--- config.mk ---
export PLATFORM = sky130hd
export DESIGN_NAME = telnet_line_input_parser
export DESIGN_NICKNAME = d
export VERILOG_FILES = /design/src/tlip_pkg.sv /design/src/tlip_ram.sv /design/src/tlip_ctrl.sv /design/src/tlip_dp.sv /design/src/telnet_line_input_parser.sv
export SDC_FILE = /design/constraint.sdc
export NUM_CORES = 1
export LEC_CHECK = 0
export BUFFER_PORTS_ARGS = -buffer_cell sky130_fd_sc_hd__clkbuf_2
export CAP_MARGIN = 20
export CORE_ASPECT_RATIO = 0.5
export CORE_MARGIN = 10
export CORE_UTILIZATION = 58
export DETAILED_ROUTE_END_ITERATION = 12
export PLACE_DENSITY = 0.76
export SYNTH_ARGS = -nofsm -noshare
export SYNTH_HDL_FRONTEND = slang
export SYNTH_HIERARCHICAL = 1
export SYNTH_SLANG_ARGS = --single-unit
--- constraint.sdc ---
create_clock -name clk -period 3.68 [get_ports clk]
set_input_delay 0 -clock clk [delete_from_list [all_inputs] [get_ports clk]]
set_output_delay 0 -clock clk [all_outputs]
set_load 0.02 [all_outputs]
--- src/tlip_pkg.sv ---
// Shared constants, types and codes of the telnet line input parser.
package tlip_pkg;

  localparam int LINE_MAX = 32;
  localparam int LEN_W    = $clog2(LINE_MAX + 1);
  localparam int ADDR_W   = (LINE_MAX > 1) ? $clog2(LINE_MAX) : 1;

  localparam logic [7:0] BYTE_IAC   = 8'hFF;
  localparam logic [7:0] BYTE_SB    = 8'hFA;
  localparam logic [7:0] BYTE_ESC   = 8'h1B;
  localparam logic [7:0] BYTE_DEL   = 8'h7F;
  localparam logic [7:0] BYTE_CR    = 8'h0D;
  localparam logic [7:0] BYTE_LF    = 8'h0A;
  localparam logic [7:0] BYTE_SPACE = 8'h20;
  localparam logic [7:0] BYTE_LBRK  = 8'h5B;
  localparam logic [7:0] BYTE_O     = 8'h4F;
  localparam logic [7:0] BYTE_SEMI  = 8'h3B;
  localparam logic [7:0] BYTE_ZERO  = 8'h30;
  localparam logic [7:0] BYTE_NINE  = 8'h39;

  localparam logic [1:0] KIND_ECHO = 2'd0;
  localparam logic [1:0] KIND_LINE = 2'd1;
  localparam logic [1:0] KIND_END  = 2'd2;

  typedef enum logic [3:0] {
    PS_NORMAL  = 4'd0,
    PS_WANT_LF = 4'd1,
    PS_CMD     = 4'd2,
    PS_OPT     = 4'd3,
    PS_SB_IAC  = 4'd4,
    PS_SB_END  = 4'd5,
    PS_ESC1    = 4'd6,
    PS_ESC_O   = 4'd7,
    PS_CSI     = 4'd8
  } parse_state_t;

  typedef enum logic [1:0] {
    ST_IDLE     = 2'd0,
    ST_LINE_RD  = 2'd1,
    ST_LINE_OUT = 2'd2,
    ST_LINE_END = 2'd3
  } ctrl_state_t;

  typedef struct packed {
    logic take;
    logic rd_line;
    logic load_line;
    logic load_end;
  } ctrl_cmd_t;

  typedef struct packed {
    logic out_free;
    logic lf_hit;
    logic len_zero;
    logic idx_last;
  } dp_status_t;

endpackage

--- src/tlip_ram.sv ---
// Generic single-write, single-read RAM with registered read data.
module tlip_ram #(
  parameter int WIDTH = 8,
  parameter int DEPTH = 32,
  localparam int AW = (DEPTH > 1) ? $clog2(DEPTH) : 1
) (
  input  logic             clk,
  input  logic             we,
  input  logic [AW-1:0]    waddr,
  input  logic [WIDTH-1:0] wdata,
  input  logic             re,
  input  logic [AW-1:0]    raddr,
  output logic [WIDTH-1:0] rdata
);

  logic [WIDTH-1:0] mem [DEPTH];

  always_ff @(posedge clk) begin
    if (we) begin
      mem[waddr] <= wdata;
    end
    if (re) begin
      rdata <= mem[raddr];
    end
  end

endmodule

--- src/tlip_ctrl.sv ---
// Controller state machine: input acceptance and sequencing of a completed line.
module tlip_ctrl (
  input  logic                 clk,
  input  logic                 rst,
  input  logic                 in_valid,
  output logic                 in_ready,
  input  tlip_pkg::dp_status_t status,
  output tlip_pkg::ctrl_cmd_t  cmd
);

  tlip_pkg::ctrl_state_t state, state_next;

  always_ff @(posedge clk) begin
    if (rst) begin
      state <= tlip_pkg::ST_IDLE;
    end else begin
      state <= state_next;
    end
  end

  always_comb begin
    state_next = state;
    case (state)
      tlip_pkg::ST_IDLE: begin
        if (in_valid && status.out_free && status.lf_hit) begin
          state_next = status.len_zero ? tlip_pkg::ST_LINE_END : tlip_pkg::ST_LINE_RD;
        end
      end
      tlip_pkg::ST_LINE_RD: begin
        state_next = tlip_pkg::ST_LINE_OUT;
      end
      tlip_pkg::ST_LINE_OUT: begin
        if (status.out_free) begin
          state_next = status.idx_last ? tlip_pkg::ST_LINE_END : tlip_pkg::ST_LINE_RD;
        end
      end
      tlip_pkg::ST_LINE_END: begin
        if (status.out_free) begin
          state_next = tlip_pkg::ST_IDLE;
        end
      end
      default: begin
        state_next = tlip_pkg::ST_IDLE;
      end
    endcase
  end

  always_comb begin
    in_ready      = 1'b0;
    cmd.take      = 1'b0;
    cmd.rd_line   = 1'b0;
    cmd.load_line = 1'b0;
    cmd.load_end  = 1'b0;
    case (state)
      tlip_pkg::ST_IDLE: begin
        in_ready = status.out_free;
        cmd.take = in_valid && status.out_free;
      end
      tlip_pkg::ST_LINE_RD: begin
        cmd.rd_line = 1'b1;
      end
      tlip_pkg::ST_LINE_OUT: begin
        cmd.load_line = status.out_free;
      end
      tlip_pkg::ST_LINE_END: begin
        cmd.load_end = status.out_free;
      end
      default: begin
        in_ready = 1'b0;
      end
    endcase
  end

endmodule

--- src/tlip_dp.sv ---
// Datapath: byte parser, line buffer, line length, run index and output register.
module tlip_dp (
  input  logic                 clk,
  input  logic                 rst,
  input  logic [7:0]           data_byte,
  input  tlip_pkg::ctrl_cmd_t  cmd,
  output tlip_pkg::dp_status_t status,
  output logic                 out_valid,
  input  logic                 out_ready,
  output logic [1:0]           kind,
  output logic [7:0]           out_byte,
  output logic                 last
);

  tlip_pkg::parse_state_t parse_state, parse_state_next;
  logic [tlip_pkg::LEN_W-1:0] line_length, line_length_next;
  logic [tlip_pkg::LEN_W-1:0] idx, idx_next;
  logic                       subneg_pending, subneg_pending_next;
  logic                       out_valid_next;
  logic                       echo_en;
  logic [7:0]                 echo_byte;
  logic                       echo_last;
  logic                       buf_we;
  logic [7:0]                 buf_rdata;

  tlip_ram #(
    .WIDTH(8),
    .DEPTH(tlip_pkg::LINE_MAX)
  ) u_line_buf (
    .clk  (clk),
    .we   (buf_we),
    .waddr(line_length[tlip_pkg::ADDR_W-1:0]),
    .wdata(data_byte),
    .re   (cmd.rd_line),
    .raddr(idx[tlip_pkg::ADDR_W-1:0]),
    .rdata(buf_rdata)
  );

  assign idx_next = idx + tlip_pkg::LEN_W'(1);

  assign status.out_free = !out_valid || out_ready;
  assign status.lf_hit   = (parse_state == tlip_pkg::PS_WANT_LF) &&
                           (data_byte == tlip_pkg::BYTE_LF);
  assign status.len_zero = (line_length == '0);
  assign status.idx_last = (idx_next == line_length);

  always_comb begin
    parse_state_next    = parse_state;
    line_length_next    = line_length;
    subneg_pending_next = subneg_pending;
    echo_en             = 1'b0;
    echo_byte           = data_byte;
    echo_last           = 1'b1;
    buf_we              = 1'b0;
    case (parse_state)
      tlip_pkg::PS_WANT_LF: begin
        if (data_byte == tlip_pkg::BYTE_LF) begin
          echo_en   = 1'b1;
          echo_last = 1'b0;
        end
        parse_state_next = tlip_pkg::PS_NORMAL;
      end
      tlip_pkg::PS_CMD: begin
        subneg_pending_next = (data_byte == tlip_pkg::BYTE_SB);
        parse_state_next    = tlip_pkg::PS_OPT;
      end
      tlip_pkg::PS_OPT: begin
        parse_state_next = subneg_pending ? tlip_pkg::PS_SB_IAC : tlip_pkg::PS_NORMAL;
      end
      tlip_pkg::PS_SB_IAC: begin
        if (data_byte == tlip_pkg::BYTE_IAC) begin
          parse_state_next = tlip_pkg::PS_SB_END;
        end
      end
      tlip_pkg::PS_SB_END, tlip_pkg::PS_ESC_O: begin
        parse_state_next = tlip_pkg::PS_NORMAL;
      end
      tlip_pkg::PS_ESC1: begin
        if (data_byte == tlip_pkg::BYTE_LBRK) begin
          parse_state_next = tlip_pkg::PS_CSI;
        end else if (data_byte == tlip_pkg::BYTE_O) begin
          parse_state_next = tlip_pkg::PS_ESC_O;
        end
      end
      tlip_pkg::PS_CSI: begin
        if (!(data_byte inside {[tlip_pkg::BYTE_ZERO:tlip_pkg::BYTE_NINE],
                                tlip_pkg::BYTE_SEMI})) begin
          parse_state_next = tlip_pkg::PS_NORMAL;
        end
      end
      default: begin
        parse_state_next = tlip_pkg::PS_NORMAL;
        if (data_byte == tlip_pkg::BYTE_IAC) begin
          parse_state_next = tlip_pkg::PS_CMD;
        end else if (data_byte == tlip_pkg::BYTE_ESC) begin
          parse_state_next = tlip_pkg::PS_ESC1;
        end else if (data_byte == tlip_pkg::BYTE_DEL) begin
          if (line_length != '0) begin
            line_length_next = line_length - tlip_pkg::LEN_W'(1);
            echo_en          = 1'b1;
          end
        end else if (data_byte >= tlip_pkg::BYTE_SPACE) begin
          if (line_length < tlip_pkg::LEN_W'(tlip_pkg::LINE_MAX)) begin
            buf_we           = cmd.take;
            line_length_next = line_length + tlip_pkg::LEN_W'(1);
            echo_en          = 1'b1;
          end
        end else if (data_byte == tlip_pkg::BYTE_CR) begin
          echo_en          = 1'b1;
          parse_state_next = tlip_pkg::PS_WANT_LF;
        end
      end
    endcase
  end

  always_comb begin
    out_valid_next = out_valid && !out_ready;
    if ((cmd.take && echo_en) || cmd.load_line || cmd.load_end) begin
      out_valid_next = 1'b1;
    end
  end

  always_ff @(posedge clk) begin
    if (rst) begin
      parse_state    <= tlip_pkg::PS_NORMAL;
      line_length    <= '0;
      subneg_pending <= 1'b0;
      out_valid      <= 1'b0;
    end else begin
      out_valid <= out_valid_next;
      if (cmd.take) begin
        parse_state    <= parse_state_next;
        line_length    <= line_length_next;
        subneg_pending <= subneg_pending_next;
      end else if (cmd.load_end) begin
        line_length <= '0;
      end
    end
  end

  always_ff @(posedge clk) begin
    if (cmd.take) begin
      idx <= '0;
    end else if (cmd.load_line) begin
      idx <= idx_next;
    end
    if (cmd.take && echo_en) begin
      kind     <= tlip_pkg::KIND_ECHO;
      out_byte <= echo_byte;
      last     <= echo_last;
    end else if (cmd.load_line) begin
      kind     <= tlip_pkg::KIND_LINE;
      out_byte <= buf_rdata;
      last     <= 1'b0;
    end else if (cmd.load_end) begin
      kind     <= tlip_pkg::KIND_END;
      out_byte <= 8'h00;
      last     <= 1'b1;
    end
  end

endmodule

--- src/telnet_line_input_parser.sv ---
// Top level of the telnet line input parser.
//
//  channel | direction | tdata          | tuser     | tlast
//  s_axis  | in        | data_byte[7:0] | -         | -
//  m_axis  | out       | out_byte[7:0]  | kind[1:0] | last
//
//  A byte with zero or one result is accepted when the output register is free.
//  CR LF with n buffered bytes gives n + 2 items: LF echo, line bytes, end marker;
//  each line byte is first read from the buffer RAM, then loaded into the output register.
//  s_axis_tready stays low while a completed line is emitted.
//  rst is synchronous, active high; the parser returns to normal text, line empty.
//  A stall on m_axis holds the output register and blocks the next item.
module telnet_line_input_parser (
  input  logic       clk,
  input  logic       rst,
  input  logic       s_axis_tvalid,
  output logic       s_axis_tready,
  input  logic [7:0] s_axis_tdata,   // [7:0] data_byte
  output logic       m_axis_tvalid,
  input  logic       m_axis_tready,
  output logic [7:0] m_axis_tdata,   // [7:0] out_byte
  output logic [1:0] m_axis_tuser,   // [1:0] kind
  output logic       m_axis_tlast
);

  tlip_pkg::ctrl_cmd_t  cmd;
  tlip_pkg::dp_status_t status;

  tlip_ctrl u_ctrl (
    .clk     (clk),
    .rst     (rst),
    .in_valid(s_axis_tvalid),
    .in_ready(s_axis_tready),
    .status  (status),
    .cmd     (cmd)
  );

  tlip_dp u_dp (
    .clk      (clk),
    .rst      (rst),
    .data_byte(s_axis_tdata),
    .cmd      (cmd),
    .status   (status),
    .out_valid(m_axis_tvalid),
    .out_ready(m_axis_tready),
    .kind     (m_axis_tuser),
    .out_byte (m_axis_tdata),
    .last     (m_axis_tlast)
  );

endmodule

======== After elaboration in Yosys (flattened, before gate mapping) ========
Memories as Yosys holds them, arrays and structs flattened. A register that Yosys moved wholly into a read port is not among the register bits.
Index checks and enable logic that the tools add are counted.
storage, ports and cells
  bits in writable memories ............... 256
  bits in registers ....................... 31
  memories kept ........................... 1
  logic and storage cells ................. 136
operators by class
  mux-type cells .......................... 59
  reductions and logical operators ........ 26
  $add $sub $neg .......................... 3
  eq/ne operators ......................... 33
  order comparisons ....................... 4
memory list
  name                 depth  width  rd ports  clocked after memory_dff  wr ports  line            RTL
  u_dp.u_line_buf.mem  32     8      1         1                         1         tlip_ram.sv:16  logic [WIDTH-1:0] mem [DEPTH];
operators with widths
  kind                   number
  $mux W6                9
  $mux W4                8
  $mux W1                30
  $eq A8 B7 Y1 const B   3
  $mux W8                3
  $pmux W4 S6            1
  $eq A4 B3 Y1 const B   4
  $eq A8 B4 Y1 const B   2
  $eq A8 B8 Y1 const B   2
  $ge A8 B6 Y1 const B   2
  $add A6 B1 Y6 const B  2
  $mux W2                5
  $ne A3 B3 Y1 const B   3
  $eq A4 B2 Y1 const B   2
  $eq A8 B5 Y1 const B   1
  $eq A8 B6 Y1 const B   1
  $le A8 B6 Y1 const B   1
  $ne A2 B1 Y1 const B   4
  $ne A2 B2 Y1 const B   4
  $pmux W2 S4            1
  $reduce_or A8 Y1       1
  $reduce_and A7 Y1      1
  $reduce_or A7 Y1       1
  $eq A6 B6 Y1           1
  22 further kinds       33

======== Longest topological paths before layout ========
Gate-level depths: netlist (run 1).
  word-level depth ........................ 12
  mapped depth ............................ 10
  mapped depth without buffers ............ 9

======== Modules after synthesis ========
The synthesis (run 1) kept the hierarchy.
by module, submodules not included
  module     seq. area each (um2)  area an instance (um2)  instances  cells an instance
  tlip_ram   7927.6                10133.5                 1          417
  tlip_dp    670.6                 2037.0                  1          234
  tlip_ctrl  40.0                  145.1                   1          17

======== Worst setup path after synthesis (run 1) ========
No wires, ideal clock.
  kind .................................... flip-flop to flip-flop
  from .................................... register u_dp.out_valid
  to ...................................... memory u_dp.u_line_buf.mem[0][0] (enable)
  data required time ...................... 3.310 ns
  cell stages (with the launch flop) ...... 11
  path slack .............................. 0.377 ns
  setup time .............................. 0.370 ns
  buffers on the path ..................... 2
  arrival ................................. 2.933 ns
  clock period less this slack ............ 3.303 ns
  cells stage by stage .................... dfxtp_1 -> nand2b_1 -> nor3b_2 -> and2_1 -> clkbuf_1 -> o211a_1 -> nand2_1 -> nor3_1 -> or3b_2 -> clkbuf_1 -> nor2_1
RTL lines
  item                    line            RTL
  from (decl)             tlip_dp.sv:8    output logic out_valid,
  from (signal assigned)  tlip_dp.sv:130  out_valid <= out_valid_next;
  to (decl)               tlip_ram.sv:16

==> results of run 1 <==
-- power by group through the flow --
stage                     clock network, uW  logic, uW  registers, uW
after floorplan                           0        124           3790
after global placement                    0        260           3780
after detailed placement                  0        265           3780
after CTS                              2870        270           3710
after global routing                   3010        292           3710
final                                  2820        271           3710
-- cell usage in the layout (no fill, tap or decap), drive strengths merged, types with 5 or more instances in the layout --
cell type / instances
edfxtp: 273
buf: 39
clkbuf: 61
dlygate4sd3: 5
a21oi: 13
nand4: 7
and2: 5
nor3: 5
nand3b: 6
nand4b: 6
nand3: 13
ha: 5
mux2: 8
nor2: 50
xor2: 10
a211oi: 5
nand2: 25
nor2b: 6
inv: 13
mux4: 80
mux2i: 11
o21ai: 8
clkinv: 6
xnor2: 6
dfxtp: 22
-- worst max path at each step --
stage                                                 from                                   end  slack (ns)  cells past startpoint
after detailed placement  u_dp/parse_state[2]$_SDFFE_PP0P_  u_dp/u_line_buf/mem[28][4]$_DFFE_PP_        0.51                      6
after global routing              u_dp/idx[2]$_SDFFE_PP0P_          u_ctrl/state[1]$_SDFFE_PP0P_        0.04                      8
after floorplan                  u_dp/out_valid$_SDFF_PP0_   u_dp/u_line_buf/mem[0][0]$_DFFE_PP_        0.38                     10
final                             u_dp/idx[2]$_SDFFE_PP0P_          u_ctrl/state[1]$_SDFFE_PP0P_        0.35                      8
after CTS                         u_dp/idx[2]$_SDFFE_PP0P_          u_ctrl/state[1]$_SDFFE_PP0P_        0.35                      8
after global placement    u_dp/parse_state[2]$_SDFFE_PP0P_  u_dp/u_line_buf/mem[28][4]$_DFFE_PP_        0.62                      6
-- flip-flops by register name, indices dropped and copies added (netlist names) --
name                   cells
u_dp/out_valid             1
u_dp/parse_state           4
u_dp/out_byte              8
u_dp/line_length           6
u_dp/last                  1
u_dp/u_line_buf/mem      256
u_ctrl/state               2
u_dp/subneg_pending        1
u_dp/u_line_buf/rdata      8
u_dp/kind                  2
u_dp/idx                   6
-- what timing repair did --
action,CTS,global route
buffers inserted,0,0
endpoints found under the hold margin,11,0
hold buffers,5,0
setup endpoints to repair,0,0
-- through the flow --
step | power, uW | area, sq um | cells
2_1_floorplan | 3910 | 12300 | 668
3_3_place_gp | 4040 | 12900 | 969
3_5_place_dp | 4050 | 12900 | 969
4_1_cts | 6840 | 13900 | 1022
5_1_grt | 7010 | 13900 | 1022
6_report | 6800 | 13900 | 1022
-- final cells by class --
cell class / instances / area, sq um
Sequential cell: 295 / 8640
Fill cell: 1349 / 6840
Multi-Input combinational cell: 325 / 3450
Clock buffer: 37 / 733
Timing Repair Buffer: 68 / 475
Tap cell: 273 / 342
Clock inverter: 11 / 159
Inverter: 13 / 48.8
-- cells by family (layout without fill, tap and decap cells) --
kind of cell | after synthesis | after routing | share of synthesized area [%]
compound gates | 49 | 49 | 2.96
xor+xnor | 16 | 16 | 1.14
buf+inv | 48 | 129 | 1.82
flops | 295 | 295 | 70.1
mux | 99 | 99 | 16.3
simple gates | 155 | 155 | 7.02
fa+ha+maj | 6 | 6 | 0.671
-- worst max-delay path, delay by kind of cell, from the launching register on --
kind	cells	cell delay (ns)
compound gates	3	0.87
simple gates	2	0.34
xor+xnor	1	0.17
flops	1	0.88
buf+inv	2	0.98
-- routing by layer --
metal	up-vias	part of all wire [%]
met3	28	11
met5	-	0
met1	3391	43
met4	0	1.5
li1	2836	-
met2	342	45
==> flow_summary.yaml, run 1 <==
setup_path:
  timing.critical_path.from_type: "flop"
  critPathMaxStageDelay_ns: 0.88
  critical_path_type: "reg -> reg"
  worst_r2r_path_depth: 8
  critical_path.reg2reg.endpoint: "u_ctrl/state[1]$_SDFFE_PP0P_"
  crit_arrival_ns: 3.80
  cp_max_fo: 32
  r2r_slack_ns: 0.35
  timing.critical_path.cells: "buf_4 > nand3_1 > xnor2_1 > a2111oi_0 > nor2b_1 > o22ai_1 > a21oi_1 > dlygate4sd3_1"
  r2r-start: "u_dp/idx[2]$_SDFFE_PP0P_"
  worstPathRequired_ns: 4.15
  type_of_element_capturing_the_critical_path: "flop"
  timing.critical_path.slowest_stage_cell: "sky130_fd_sc_hd__dfxtp_2"
power_and_ir_drop:
  combPwrFrac_pct: 4.0
  p_leak_uw: 0.00444
  power_density_nw_per_um2: 491
  irDropWorstVdd_mv: 0.297
  internal_power_uw: 5450
  power_frac_seq_pct: 54.5
  clockPowerShare_pct: 41.5
  p_switching_uw: 1360
  power_switching_share_pct: 19.9
synth:
  yosys-top-cells-area: "sky130_fd_sc_hd__edfxtp_1, sky130_fd_sc_hd__mux4_2, sky130_fd_sc_hd__dfxtp_1"
  ys.flop_type: "sky130_fd_sc_hd__edfxtp_1"
  synth_async_sr_flop_share_pct: 0
  top_count_cell_post_synth: "sky130_fd_sc_hd__edfxtp_1"
  synth-edff-count: 273
  synth-seq-cells: 295
  mappedNetlistNets: 686
  synth_top_cells_by_count: "sky130_fd_sc_hd__edfxtp_1, sky130_fd_sc_hd__mux4_2, sky130_fd_sc_hd__nor2_1"
  synth_largest_type_area_fraction_pct: 66.6
  synth.cell_area_sq_um: 12300
  ys_types: 67
  post-synth-top-area-cell: "sky130_fd_sc_hd__edfxtp_1"
  synth_seq_area_share_pct: 70.1
  yosys_warnings: 6
  syn-instance-count: 668
  synthesis.area_per_instance_sq_um: 18.4
floorplan:
  boundaryPins: 25
  core-area_sq_um: 20700
  die_extent_in_x_um: 226
  die_area_sq_um: 27800
  die_height_um: 123
  initial_core_util_pct: 59.5
  std_cell_rows: 37
global_route:
  gr-total-overflow: 0
  number_of_global_route_vias_before_repair: 6488
  global_route.usage.met2_pct: 29.5
  grt.total_usage_pct: 20.1
  grtUsageMet1_pct: 30.1
  grt_busiest_layer: "met1"
  grt_first_pass_wirelength_mm: 41.8
  largest_net_degree_at_the_start_of_global_routing: 39
  groute.layer.met3.usage_pct: 5.39
  initial_antenna_violation_count: 0
sta:
  timing_max_transition_violations_final: 0
  slew-limit-headroom_pct: 43.3
  achievable-frequency_mhz: 300
  measured_slew_at_the_worst_slew_check_pin_ns: 0.851
  holdWs_ns: 0.0557
  worst_slack_ns: 0.352
  report.final.setup_viol: 0
  final_min_period_over_clock_period_pct: 90.4
  finClkSkew_ns: 0.00951
  min_period_ns: 3.33
  fin_tns_setup_ns: 0
  grt_setup_unrepaired: "false"
  hold_viol_final: 0
clock_network:
  htreeDepth: 1
  clk-insertion-delay-late_ns: 0.52
  tritoncts: "built"
  cts_max_path_buffers: 3
  clock_transition_time_at_the_flip_flop_clock_pins_of_the_worst_setup_and_hold_paths_ns: 0.07
  cts_made_buffers: 26
  postCtsResizedCells: 0
  cts_root_buffer: "sky130_fd_sc_hd__clkbuf_16"
  tritoncts_num_sinks: 295
layout:
  syn_to_final_growth_pct: 12.5
  n_antenna_cell: 0
  nNetsFinal: 747
  fraction_of_layout_instances_using_a_drive_strength_above_1_pct: 27.9
  post-route-util_pct: 67.0
routing:
  route.detailed.vias_per_inst: 6.45
  routedWlPerCell_um: 26.7
  routed_wirelength_mm: 27.3
  route.vias.total: 6597
  postRouteAntennaNets: 0
  post-route-drc-count: 0
  dr.pass1.iters: 5
  drtIter0Drc: 868
outcome:
  outcome: "finished, final reports clean"
worst_hold_path:
  worstHoldEndpoint: "u_dp/u_line_buf/mem[3][6]$_DFFE_PP_"
  hold-path-cell-count: 1
  worstHoldStart: "s_axis_tdata[6]"
  timing.hold.worst.class: "in -> reg"
placement:
  pre_cts_slack_ns: 0.509
  gp_congestion: 0.858
  dp.final_hpwl_mm: 17.3
  portBuffers: 24
run:
  max_cap_viol_count: 0
(Power assumes the default switching activity.)
==> run 2: changes to the inputs <==
- CORE_ASPECT_RATIO: 0.5 -> 1.25
- SETUP_SLACK_MARGIN: not set -> 0.1
==> run 2 against run 1 <==
Die area shrank 1.1%; register-to-register slack gained 0.11 ns; non-clock buffer count shrank 3; setup slack gained 0.11 ns; fmax grew 3.5%; combinational power shrank 1%; total power shrank 3.6%; final area shrank 0.56%; final cell count shrank 0.20%; core utilization shrank 1.0 points; critical path type unchanged; largest cell class unchanged.
==> flow_summary.yaml, run 2 (synthesis gave the netlist of run 1 again) <==
sta:
  min_period_ns: 3.22
  achievable-frequency_mhz: 311
  final_min_period_over_clock_period_pct: 87.4
  report.final.setup_viol: 0
  slew-limit-headroom_pct: 40.3
  fin_tns_setup_ns: 0
  hold_viol_final: 0
  measured_slew_at_the_worst_slew_check_pin_ns: 0.895
  finClkSkew_ns: 0.0103
  grt_setup_unrepaired: "false"
  timing_max_transition_violations_final: 0
power_and_ir_drop:
  irDropWorstVdd_mv: 0.327
  p_leak_uw: 0.00440
  power_density_nw_per_um2: 476
clock_network:
  cts_max_path_buffers: 3
  total_setup_buffers_inserted_after_cts: 0
  postCtsResizedCells: 0
  cts_made_buffers: 27
  clk-insertion-delay-late_ns: 0.53
  clock_transition_time_at_the_flip_flop_clock_pins_of_the_worst_setup_and_hold_paths_ns: 0.07
  cts_root_buffer: "sky130_fd_sc_hd__clkbuf_16"
  post_cts_hold_buffer_count: 5
  htreeDepth: 1
  tritoncts: "built"
  tritoncts_num_sinks: 295
placement:
  dp.final_hpwl_mm: 16.9
  post-place-cells: 967
  gp_congestion: 0.952
  portBuffers: 24
global_route:
  gr-total-overflow: 0
  largest_net_degree_at_the_start_of_global_routing: 42
  number_of_global_route_vias_before_repair: 6662
  initial_antenna_violation_count: 0
  grt.total_usage_pct: 19.5
  grt_first_pass_wirelength_mm: 40.9
floorplan:
  die_height_um: 183
  die_extent_in_x_um: 150
  boundaryPins: 25
  initial_core_util_pct: 59.0
  core-area_sq_um: 20900
  std_cell_rows: 59
  die_area_sq_um: 27500
routing:
  route.vias.total: 6467
  dr.pass1.iters: 5
  drtIter0Drc: 560
  routedWlPerCell_um: 25.5
  routed_wirelength_mm: 26.0
  route.detailed.vias_per_inst: 6.34
  postRouteAntennaNets: 0
  post-route-drc-count: 0
run:
  max_cap_viol_count: 0
setup_path:
  crit_arrival_ns: 3.38
  type_of_element_capturing_the_critical_path: "flop"
  worstPathRequired_ns: 3.85
  critical_path.reg2reg.endpoint: "u_dp/u_line_buf/mem[8][1]$_DFFE_PP_"
  critical_path_type: "reg -> reg"
  timing.critical_path.cells: "or4_1 > nand2_1 > nand2_1 > nor3_1 > or3b_2 > nor2_1"
  cp_max_fo: 13
  critical-path-top-delay-family: "simple AND/OR/NAND/NOR gates"
  timing.critical_path.slowest_stage_cell: "sky130_fd_sc_hd__or3b_2"
  critPathBufInv: 0
  critPathMaxStageDelay_ns: 0.65
  r2r-start: "u_dp/parse_state[2]$_SDFFE_PP0P_"
  r2r_slack_ns: 0.46
  cpMostUsedCell: "sky130_fd_sc_hd__nand2_1"
  worst_r2r_path_depth: 6
  critical_path_cell_count: 6
  timing.critical_path.from_type: "flop"
layout:
  n_antenna_cell: 0
  nNetsFinal: 745
  max_reg_flops: 256
  registers.top_by_ff_count: "u_dp/u_line_buf/mem"
  top_regs: "u_dp/u_line_buf/mem: 256 flops, u_dp/out_byte: 8 flops, u_dp/u_line_buf/rdata: 8 flops"
  fraction_of_layout_instances_using_a_drive_strength_above_1_pct: 27.9
  layout_common_cells: "sky130_fd_sc_hd__edfxtp_1, sky130_fd_sc_hd__mux4_2, sky130_fd_sc_hd__nor2_1, sky130_fd_sc_hd__buf_4, sky130_fd_sc_hd__clkbuf_16"
  syn_to_final_growth_pct: 11.9
  non_filler_instance_count_after_layout: 1020
  final_common_cell: "sky130_fd_sc_hd__edfxtp_1"
outcome:
  outcome: "finished, final reports clean"
worst_hold_path:
  hold-path-cell-count: 4
  worstHoldStart: "s_axis_tdata[5]"
  timing.hold.worst.class: "in -> reg"
  worstHoldEndpoint: "u_dp/subneg_pending$_SDFFE_PP0P_"
run 2: changes by cell type in the layout (fill, tap and decap cells not counted), sizes merged:
cell | before | now
bufinv | 4 | 1
clkbuf | 61 | 56
buf | 39 | 36
clkinvlp | 1 | 2
clkinv | 6 | 11
inv | 13 | 15
run 2: worst max path at each step:
stage	start	end	slack, ns
5_1_grt	u_dp/idx[2]$_SDFFE_PP0P_	u_ctrl/state[1]$_SDFFE_PP0P_	0.17
3_3_place_gp	u_dp/parse_state[2]$_SDFFE_PP0P_	u_dp/u_line_buf/mem[8][4]$_DFFE_PP_	0.66
2_1_floorplan	u_dp/out_valid$_SDFF_PP0_	u_dp/u_line_buf/mem[0][0]$_DFFE_PP_	0.38
6_report	u_dp/parse_state[2]$_SDFFE_PP0P_	u_dp/u_line_buf/mem[8][1]$_DFFE_PP_	0.46
3_5_place_dp	u_dp/parse_state[2]$_SDFFE_PP0P_	u_dp/u_line_buf/mem[8][1]$_DFFE_PP_	0.49
4_1_cts	u_dp/idx[2]$_SDFFE_PP0P_	u_ctrl/state[1]$_SDFFE_PP0P_	0.43
run 2: metal layers:
metal	up-vias	wire [um]	track usage, %
met5	-	0	0
met4	0	603	5.37
met3	39	1830	2.93
met2	276	13200	32.2
met1	3328	10400	26.5
li1	2824	-	-
run 2: tightest hold or removal path, stage by stage:
cell	delay, ns
sky130_fd_sc_hd__clkbuf_2	0.15
sky130_fd_sc_hd__nand4_1	0.18
sky130_fd_sc_hd__o31a_1	0.15
sky130_fd_sc_hd__nor2_1	0.03
run 2: final cells by class:
cell class                 count  area (sq um)
multi-input combinational    325          3450
tap                          274           343
clock inverter                16           116
clock buffer                  32           694
timing repair buffer          65           478
sequential                   295          8640
inverter                      13          48.8
fill                        1318          7110
run 2: per-stage QoR:
stage | power (uW) | hold slack (ns) | worst slack [ns] | utilization [%] | area, sq um
after detailed placement | 4040 | 0.304 | 0.486 | 61.8 | 12900
after global routing | 6750 | 0.0510 | 0.166 | 65.9 | 13800
after CTS | 6600 | 0.000635 | 0.434 | 65.9 | 13800
after floorplan | 3910 | 0.0624 | 0.377 | - | 12300
final | 6560 | 0.0150 | 0.464 | 65.9 | 13800
after global placement | 4030 | 0.288 | 0.659 | 61.8 | 12900
run 2: power by group:
part,internal (uW),total [uW],switching [uW]
registers,3690,3710,17.5
logic,88.7,267,178
clock network,1420,2580,1160
==> run 3: changes to the inputs <==
- SYNTH_HIERARCHICAL: 1 -> not set
==> run 3 against run 2 <==
Fmax decreased by 2.6%; global-route usage grew 0.25 points; non-clock buffer count increased by 2; setup slack worse by 0.085 ns; sequential share of layout area is 0.24 points higher; final cell count fell by 1.4%; clock power is 4% higher; via count is 2.2% higher; synthesized cell count down 2.1%; register-to-register slack better by 0.23 ns; clock skew rose by 0.0065 ns; critical path type is now in -> reg; critical endpoint is now u_ctrl.state[1]$_SDFFE_PP0P_; largest power group unchanged.
==> flow_summary.yaml, run 3 <==
sta:
  slew-limit-headroom_pct: 24.1
  finClkSkew_ns: 0.0169
  hold_viol_final: 0
  timing_max_transition_violations_final: 0
  final_min_period_over_clock_period_pct: 89.7
  achievable-frequency_mhz: 303
  min_period_ns: 3.30
  grt_setup_unrepaired: "false"
  fin_tns_setup_ns: 0
  report.final.setup_viol: 0
  measured_slew_at_the_worst_slew_check_pin_ns: 1.14
setup_path:
  timing.critical_path.cells: "dlygate4sd3_1 > clkbuf_2 > buf_4 > nand2_1 > or3_1 > nor3_2 > nand3_1 > dlygate4sd3_1 > a221oi_1 > dlygate4sd3_1"
  critical_path.reg2reg.endpoint: "u_dp.u_line_buf.mem[5][3]$_DFFE_PP_"
  critPathMaxStageDelay_ns: 0.59
  worst_r2r_path_depth: 6
  timing.critical_path.from_type: "primary input"
  critical_path_type: "in -> reg"
  crit_arrival_ns: 3.76
  type_of_element_capturing_the_critical_path: "flop"
  r2r_slack_ns: 0.69
  r2r-start: "u_dp.parse_state[3]$_SDFFE_PP0P_"
  timing.critical_path.slowest_stage_cell: "sky130_fd_sc_hd__dlygate4sd3_1"
  worstPathRequired_ns: 4.14
  cp_max_fo: 24
  cpMostUsedCell: "sky130_fd_sc_hd__dlygate4sd3_1"
power_and_ir_drop:
  power_density_nw_per_um2: 484
  irDropWorstVdd_mv: 0.293
  p_leak_uw: 0.00431
  combPwrFrac_pct: 3.8
  p_switching_uw: 1320
  clockPowerShare_pct: 40.4
  power_switching_share_pct: 19.9
  internal_power_uw: 5320
  power_frac_seq_pct: 55.8
  power.total_uw: 6640
clock_network:
  clk-insertion-delay-late_ns: 0.53
  clock_transition_time_at_the_flip_flop_clock_pins_of_the_worst_setup_and_hold_paths_ns: 0.07
  htreeDepth: 1
  tritoncts_num_sinks: 295
  total_setup_buffers_inserted_after_cts: 0
  cts_max_path_buffers: 3
  cts_made_buffers: 26
  cts_root_buffer: "sky130_fd_sc_hd__clkbuf_16"
  tritoncts: "built"
floorplan:
  boundaryPins: 25
  die_height_um: 182
  initial_core_util_pct: 58.9
  core-area_sq_um: 20700
  die_area_sq_um: 27300
  die_extent_in_x_um: 150
  std_cell_rows: 59
routing:
  post-route-drc-count: 0
  routedWlPerCell_um: 26.7
  drtIter0Drc: 733
  route.vias.total: 6609
  postRouteAntennaNets: 0
  route.detailed.vias_per_inst: 6.57
  routed_wirelength_mm: 26.8
  dr.pass1.iters: 5
synth:
  synth-edff-count: 273
  synth_largest_type_area_fraction_pct: 67.1
  ys_types: 59
  top_count_cell_post_synth: "sky130_fd_sc_hd__edfxtp_1"
  mappedNetlistNets: 672
  synthesis.area_per_instance_sq_um: 18.7
  synth_top_cells_by_count: "sky130_fd_sc_hd__edfxtp_1, sky130_fd_sc_hd__mux4_2, sky130_fd_sc_hd__nor2_1"
  synth.cell_area_sq_um: 12200
  syn-instance-count: 654
  synth-seq-cells: 295
  post-synth-top-area-cell: "sky130_fd_sc_hd__edfxtp_1"
  synth_async_sr_flop_share_pct: 0
  yosys_warnings: 0
  yosys-top-cells-area: "sky130_fd_sc_hd__edfxtp_1, sky130_fd_sc_hd__mux4_2, sky130_fd_sc_hd__dfxtp_1"
  ys.flop_type: "sky130_fd_sc_hd__edfxtp_1"
  synth_seq_area_share_pct: 70.7
worst_hold_path:
  worstHoldEndpoint: "u_dp.u_line_buf.mem[23][7]$_DFFE_PP_"
  hold-path-cell-count: 1
  timing.hold.worst.class: "in -> reg"
  worstHoldStart: "s_axis_tdata[7]"
layout:
  syn_to_final_growth_pct: 12.3
  layout_common_cells: "sky130_fd_sc_hd__edfxtp_1, sky130_fd_sc_hd__mux4_2, sky130_fd_sc_hd__nor2_1, sky130_fd_sc_hd__buf_4, sky130_fd_sc_hd__clkbuf_16"
  fraction_of_layout_instances_using_a_drive_strength_above_1_pct: 27.7
  n_antenna_cell: 0
  registers.top_by_ff_count: "u_dp.u_line_buf.mem"
  final_common_cell: "sky130_fd_sc_hd__edfxtp_1"
  max_reg_flops: 256
  filler_cell_count: 1324
  multiInputGateArea_sq_um: 3380
  area.sequential_sq_um: 8640
  non_filler_instance_count_after_layout: 1006
  nNetsFinal: 730
  top_regs: "u_dp.u_line_buf.mem: 256 flops, u_dp.out_byte: 8 flops, u_dp.u_line_buf.rdata: 8 flops"
placement:
  gp_congestion: 0.895
  post-place-cells: 949
  dp.final_hpwl_mm: 17.4
  portBuffers: 24
outcome:
  outcome: "finished, final reports clean"
global_route:
  initial_antenna_violation_count: 1
  grt.total_usage_pct: 19.7
  grt_first_pass_wirelength_mm: 41.4
  number_of_global_route_vias_before_repair: 6720
  gr-total-overflow: 0
  largest_net_degree_at_the_start_of_global_routing: 39
run:
  max_cap_viol_count: 0
[run 3: cell count changes after synthesis, moves of 5 or more]
cell,previous run,this run
sky130_fd_sc_hd__nand2_1,25,14
sky130_fd_sc_hd__inv_1,13,6
sky130_fd_sc_hd__a22o_1,0,8
sky130_fd_sc_hd__mux2i_1,11,3
sky130_fd_sc_hd__buf_4,7,0
sky130_fd_sc_hd__o21ai_0,7,12
sky130_fd_sc_hd__o211ai_1,0,7
[run 3: power by group through the flow]
| stage | Clock [uW] | Sequential [uW] | Combinational, uW |
|---|---|---|---|
| floorplan | 0 | 3780 | 113 |
| global placement | 0 | 3780 | 234 |
| detailed placement | 0 | 3780 | 241 |
| CTS | 2720 | 3710 | 248 |
| global route | 2860 | 3710 | 269 |
| finish | 2680 | 3710 | 252 |
[run 3: per-stage QoR]
step	hold WS (ns)	instance area (sq um)	setup slack (ns)	util (%)
finish	0.0157	13700	0.380	66.2
global route	0.0283	13700	0.243	66.2
CTS	0.0203	13700	0.360	66.1
detailed placement	0.297	12800	0.751	61.6
global placement	0.286	12800	0.875	61.6
floorplan	0.0989	12200	1.20	-
[run 3: routing by layer]
layer,vias up,track usage [%],routed length (um)
met5,-,0,0
met2,351,32.1,13300
met3,41,2.85,2100
met1,3431,27.1,10800
li1,2786,-,-
met4,0,6.07,708
[run 3: worst max-delay path, delay by kind of cell]
kind	cells	cell delay [ns]
AO/OA/AOI/OAI	1	0.29
buffers and inverters	5	2.44
AND/OR/NAND/NOR	4	1.01
[run 3: layout make-up]
cell class | count | share of cell area [%]
inverters | 6 | 0.164
well taps | 274 | 2.50
clock buffers | 29 | 4.98
flip-flops and latches | 295 | 63.0
repair buffers | 67 | 3.54
multi-input cells | 316 | 24.6
clock inverters | 19 | 1.24
[run 3: kinds of logic after synthesis]
group           share of synthesized area (%)
compound gates                           3.83
simple gates                             5.96
buf+inv                                  1.75
fa+ha+maj                               0.676
mux                                      15.7
flops                                    70.7
xor+xnor                                 1.36
[run 3: timing repair]
action | in CTS | in global routing
endpoints found under the setup margin | 0 | 1
hold buffers | 8 | 0
endpoints found under the hold margin | 30 | 0
resized for setup | 0 | 1
[run 3: worst max path at each step]
stage,from,endpoint,cells past startpoint
after floorplan,u_dp.parse_state[0]$_SDFFE_PP0P_,u_dp.u_line_buf.mem[11][0]$_DFFE_PP_,7
after global placement,s_axis_tdata[7],u_dp.out_byte[1]$_DFFE_PP_,6
after detailed placement,u_dp.parse_state[3]$_SDFFE_PP0P_,u_dp.u_line_buf.mem[5][4]$_DFFE_PP_,6
after CTS,s_axis_tdata[1],u_ctrl.state[1]$_SDFFE_PP0P_,10
after global routing,s_axis_tdata[1],u_ctrl.state[1]$_SDFFE_PP0P_,10
final,s_axis_tdata[1],u_ctrl.state[1]$_SDFFE_PP0P_,10
